===== config.mk =====
export PLATFORM = sky130hd
export DESIGN_NAME = dsf_sqrt
export DESIGN_NICKNAME = d
export VERILOG_FILES = /design/src/rtl/core/dsf_pkg.sv /design/src/rtl/core/dsf_sqrt.sv
export SDC_FILE = /design/constraint.sdc
export NUM_CORES = 2
export LEC_CHECK = 0
export BUFFER_PORTS_ARGS = -buffer_cell sky130_fd_sc_hd__buf_2
export CORE_UTILIZATION = 64
export DETAILED_ROUTE_END_ITERATION = 12
export GPL_TIMING_DRIVEN = 0
export PLACE_DENSITY_LB_ADDON = 0.1
export SLEW_MARGIN = 10
export SYNTH_ARGS = -nofsm -noshare
export SYNTH_HDL_FRONTEND = slang
export SYNTH_SLANG_ARGS = --single-unit

===== constraint.sdc =====
create_clock -name clk -period 4.8 [get_ports clk]
set_clock_uncertainty 0.15 [all_clocks]
set_input_delay 0.96 -clock clk [delete_from_list [all_inputs] [get_ports clk]]
set_output_delay 0.96 -clock clk [all_outputs]
set_load 0.05 [all_outputs]

===== src/rtl/core/dsf_pkg.sv =====
`default_nettype none

package dsf_pkg;

  // Field widths.
  localparam int DSF_TAG_BITS = 16;
  localparam int FRAC_BITS    = 16;
  localparam int WORD_W       = 32;
  localparam int MASS_W       = 31;
  localparam int SOFT_W       = 16;
  localparam int WIDE_W       = 64;
  localparam int LEN_W        = WORD_W + 1;

  // A clamped product magnitude never exceeds 2^(MAG_W-1).
  localparam int MAG_W        = 62;

  localparam logic [SOFT_W-1:0] SOFT_RESET = SOFT_W'(1);

  // Pipeline depth of the wide multiplier.
  localparam int MUL_LAT = 4;

  // Result of a scaled multiply: clamped magnitude and its saturation flag.
  typedef struct packed {
    logic             sat;
    logic [MAG_W-1:0] mag;
  } prod_t;

endpackage

`default_nettype wire


===== src/rtl/core/dsf_sqrt.sv =====
`default_nettype none

module dsf_sqrt import dsf_pkg::*; (
  input  logic              clk,
  input  logic              en,
  input  logic [WIDE_W-1:0] rad,
  output logic [WORD_W-1:0] root
);

  localparam int STEPS = WIDE_W / 2;

  logic [WIDE_W-1:0] rem [STEPS];
  logic [WIDE_W-1:0] res [STEPS];

  // One result bit per stage, digit by digit from the top pair of bits.
  for (genvar i = 0; i < STEPS; i++) begin : g_step
    localparam logic [WIDE_W-1:0] STEP_BIT = WIDE_W'(1) << (WIDE_W - 2 - 2 * i);
    logic [WIDE_W-1:0] rem_in;
    logic [WIDE_W-1:0] res_in;
    logic [WIDE_W-1:0] trial;
    logic              take;

    if (i == 0) begin : g_first
      assign rem_in = rad;
      assign res_in = '0;
    end else begin : g_rest
      assign rem_in = rem[i-1];
      assign res_in = res[i-1];
    end

    assign trial = res_in + STEP_BIT;
    assign take  = rem_in >= trial;

    always_ff @(posedge clk) begin
      if (en) begin
        rem[i] <= take ? rem_in - trial : rem_in;
        res[i] <= take ? (res_in >> 1) + STEP_BIT : res_in >> 1;
      end
    end
  end

  assign root = res[STEPS-1][WORD_W-1:0];

endmodule

`default_nettype wire


==> Word level (Yosys, flattened, before mapping) <==
Memories as Yosys holds them, arrays and structs flattened.
Cells that the tools add are included.
{ "word_totals": {"mem_count": 2, "out_inout_bits": 32, "word_cells": 194, "in_bits": 66, "ff_bits": 0, "ramBits": 4096} }
{ "op_classes": {"n_mux": 66, "order_cmp": 32, "add_sub_neg": 94} }
{ "mem_list": {"columns": ["memory", "words", "width", "read_ports", "rd_clocked_by_memory_dff", "wr", "line_no", "text"], "rows": [
  ["rem", 32, 64, 31, 0, 32, "dsf_sqrt.sv:12", "logic [WIDE_W-1:0] rem [STEPS];"],
  ["res", 32, 64, 32, 0, 32, "dsf_sqrt.sv:13", "logic [WIDE_W-1:0] res [STEPS];"]
]} }
{ "ops": {"columns": ["cell", "count"], "rows": [
  ["64-bit 2-to-1 mux", 63],
  ["64-bit greater-or-equal comparator", 31],
  ["64-bit subtractor", 31],
  ["63-bit by 1-bit adder with 64-bit output, second input constant", 1],
  ["63-bit by 11-bit adder with 64-bit output, second input constant", 1],
  ["63-bit by 13-bit adder with 64-bit output, second input constant", 1],
  ["63-bit by 15-bit adder with 64-bit output, second input constant", 1],
  ["63-bit by 17-bit adder with 64-bit output, second input constant", 1],
  ["63-bit by 19-bit adder with 64-bit output, second input constant", 1],
  ["63-bit by 21-bit adder with 64-bit output, second input constant", 1],
  ["63-bit by 23-bit adder with 64-bit output, second input constant", 1],
  ["63-bit by 25-bit adder with 64-bit output, second input constant", 1],
  ["63-bit by 27-bit adder with 64-bit output, second input constant", 1],
  ["63-bit by 29-bit adder with 64-bit output, second input constant", 1],
  ["63-bit by 3-bit adder with 64-bit output, second input constant", 1],
  ["63-bit by 31-bit adder with 64-bit output, second input constant", 1],
  ["63-bit by 33-bit adder with 64-bit output, second input constant", 1],
  ["63-bit by 35-bit adder with 64-bit output, second input constant", 1],
  ["63-bit by 37-bit adder with 64-bit output, second input constant", 1],
  ["63-bit by 39-bit adder with 64-bit output, second input constant", 1],
  ["63-bit by 41-bit adder with 64-bit output, second input constant", 1],
  ["63-bit by 43-bit adder with 64-bit output, second input constant", 1],
  ["63-bit by 45-bit adder with 64-bit output, second input constant", 1],
  ["63-bit by 47-bit adder with 64-bit output, second input constant", 1],
  ["45 further kinds", 46]
]} }

==> Depth between registers and ports, before layout <==
An unclocked memory read counts as a cell.
{ "logic_depth": {"ltp_word": 4, "mapped_depth": 15, "mapped_depth_nobuf": 13} }

==> Worst setup path before layout <==
No wires, ideal clock.
{ "synth_timing": {"path_kind": "register -> register", "startpoint": "mem rem[16][30]", "endpoint": "mem rem[17][56] (data pin)", "path_buffers": 0, "setup_time_ns": 0.258, "synth_period_minus_slack_ns": 3.539, "arrival_time_ns": 3.131, "path_slack_ns": 1.261, "required_time_ns": 4.392, "path_stages_with_launch": 11, "path_cell_list": "edfxtp_1 -> ha_1 -> nor2b_1 -> o31a_1 -> o41a_1 -> a221oi_2 -> a21oi_1 -> nor4_2 -> nand2b_1 -> or4_1 -> xnor2_1"} }
{ "synth_lines": {"columns": ["element", "line_no"], "rows": [
  ["start: declaration", "dsf_sqrt.sv:12"]
]} }

==> impl_metrics.ini <==
[clock_tree]
cts_setup_buffers = 0
clock_latency_ns = 0.92
clkSinkCount = 2512
ctsLongestPathBuffers = 4
ctsResizeCount = 3
cts_tree = yes
clkSlewWorstSetupHoldPaths_ns = 0.06
numCtsBuffers = 275
cts-root-buf = clkbuf_16
cts-htree-levels = 5
cts_hold_buf = 0

[sta]
whs_ns = 0.0750
fin_ws_ns = 0.113
rsz0062_at_grt = no
tns_ns = 0
layout_min_cycle_time_ns = 4.69
fin_crit_sh_pct = 97.6
relSlewSlack_pct = 24.4
setup_viol = 0
worstMarginPinSlew_ns = 1.12
max_freq_ghz = 0.213
hold_violations = 0
maxSlewViolCount = 0

[global_routing]
grtUsageTotal_pct = 28.9
grt_first_pass_wirelength_um = 421000
grt_pass1_vias = 74345
antenna_found_initial = 11
grt_max_degree = 175
overflow = 0

[setup_path]
arrival_ns = 5.10
path_class = flip-flop to flip-flop
start_kind = flip-flop
cp-end-kind = flip-flop
rrSetupSlack_ns = 0.11
crit_required_ns = 5.22
cp-startpoint = rem[25][35]
rr_startpoint = rem[25][35]
crit_path_max_fanout = 10

[floorplanning]
core_mm2 = 0.185
start_util_pct = 64.5
die_area_mm2 = 0.189
die_y_um = 434
die_width_um = 434
io_pins = 98
core.rowCount = 158

[power]
vdd_drop_max_v = 0.000459
leakage_nw = 50.1
cellPowerDensity_mw_per_mm2 = 479

[logic_synthesis]
synth_warnings = 0
ys_seq_area_share_pct = 63.1
syn_avg_cell_area_um2 = 12.7
synthTopCellsByArea = edfxtp_1, ha_1, xnor2_1, xor2_1, a21oi_1
synth_seq_cells = 2512
syn_inst = 9402
synth_cell_types = 99
yosys.area.top_type = edfxtp_1
synth-edff-count = 2512
netlist.area_leader.share_pct = 63.1
ys.flop_type = edfxtp_1
synth.cell_area_mm2 = 0.120
syn_nets = 10026
synthArstFlopShare_pct = 0

[finish]
syn_to_final_growth_pct = 10.6
multiInputGateArea_mm2 = 0.0409
final_nets = 10420
diodes = 0
stdcell_count = 12454
fillers = 12577
regArea_mm2 = 0.0754
drive_above_1_share_pct = 7.29
final_area_mm2 = 0.132

[placement]
port_buffers = 97
placedCellCount = 11998
place_ws_ns = -0.349
hpwlAfterDp_um = 201000
placed_area_mm2 = 0.124
gp_congestion = 0.968

[route]
routed_via_density = 6.18
drt_iter0_drc = 7969
first_pass_iters = 6
routed_wl_um = 274000
route.detailed.drc = 0
wl_per_cell_um = 22.0
vias = 76923
antenna_left = 0

[outcome]
status = complete, no violations

[run]
cap_violations = 0

[min_path]
worstHoldPathType = primary input to flip-flop
holdCritStartpoint = rad[44]
cell usage after synthesis, types with 35 or more instances:
cell      count
edfxtp_1   2512
inv_1       688
nor2_1      636
a21oi_1     627
ha_1        558
nand2_1     558
xnor2_1     468
xor2_1      398
o21ai_0     367
nor4_1      332
nor3_1      260
a21o_1      232
nand4_1     159
nand3_1     135
clkbuf_1    121
nand2b_1    109
or3_1       107
o21a_1       92
mux2_2       90
nor2b_1      75
o21bai_1     65
or4_1        58
and3_1       55
a31oi_1      49
a211oi_1     45
nor4b_1      41
o31ai_1      41
buf_2        35
or2_2        35
flip-flops by register name, indices dropped and copies added, names as in the netlist:
signal / count
rem: 1984
res: 528
layer usage:
layer	share of wire [%]	global-route usage (%)	routed length, µm	vias to the layer above
met4	2.6	8.24	7140	0
met2	48	46.8	130000	2698
met1	43	40.6	119000	37684
met3	6.6	4.66	18100	507
li1	-	-	-	36034
met5	0	0	0	-
critical path, cell delays in order, from the launching register on:
cell and delay (ns):
edfxtp_1 0.43, ha_1 0.30, clkbuf_1 0.27, nand4_1 0.25, nor4_2 0.53, nand4_1 0.17
o21ai_1 0.49, nor4_4 0.15, nand2_1 0.47, clkbuf_2 0.46, clkbuf_1 0.49, a21oi_1 0.21
cells in the final DEF, fill, tap and decap left out, drive strengths merged, types with 135 or more instances in the layout:
cell type and count:
inv 694, edfxtp 2512, nor4 338, xnor2 468
nor2 636, a21oi 627, a21o 233, xor2 398
clkbuf 446, nor3 261, nand4 159, nand2 558
o21ai 379, nand3 135, buf 173, ha 558
metrics by stage:
stage               util, %  power [mW]
floorplan                 -        39.1
global placement       66.4        44.5
detailed placement     66.7        43.2
CTS                    71.3        63.5
global route           71.3        66.1
finish                 71.3        63.4
cells by family (layout without fill, tap and decap cells):
group	count (synthesis)	after routing	share of synthesized area (%)
multiplexers	110	110	1.03
AND/OR/NAND/NOR	2725	2725	11.8
XOR/XNOR	866	866	6.34
buffers and inverters	873	1445	2.79
adder cells (fa/ha/maj)	558	558	5.84
flip-flops	2512	2512	63.1
AO/OA/AOI/OAI	1758	1758	9.12
final cells by class:
class | count | area share (%)
flip-flops and latches | 2512 | 57.0
clock buffers | 322 | 5.47
repair buffers | 117 | 0.728
inverters | 693 | 1.97
plain buffers | 180 | 0.560
clock inverters | 133 | 0.984
well taps | 2480 | 2.35
multi-input cells | 6017 | 30.9
power breakdown:
part           switching, mW  internal (mW)
combinational           7.56           5.40
sequential              2.24           27.9
clock                   8.29           12.0
total                   18.1           45.3
final timing paths:
check                      to  cells past startpoint
hold reg to reg   res[15][30]                      0
setup reg to reg  rem[26][24]                     11
hold / removal     rem[0][44]                      1
setup / recovery  rem[26][24]                     11
Power figures use the tool's default switching activity.
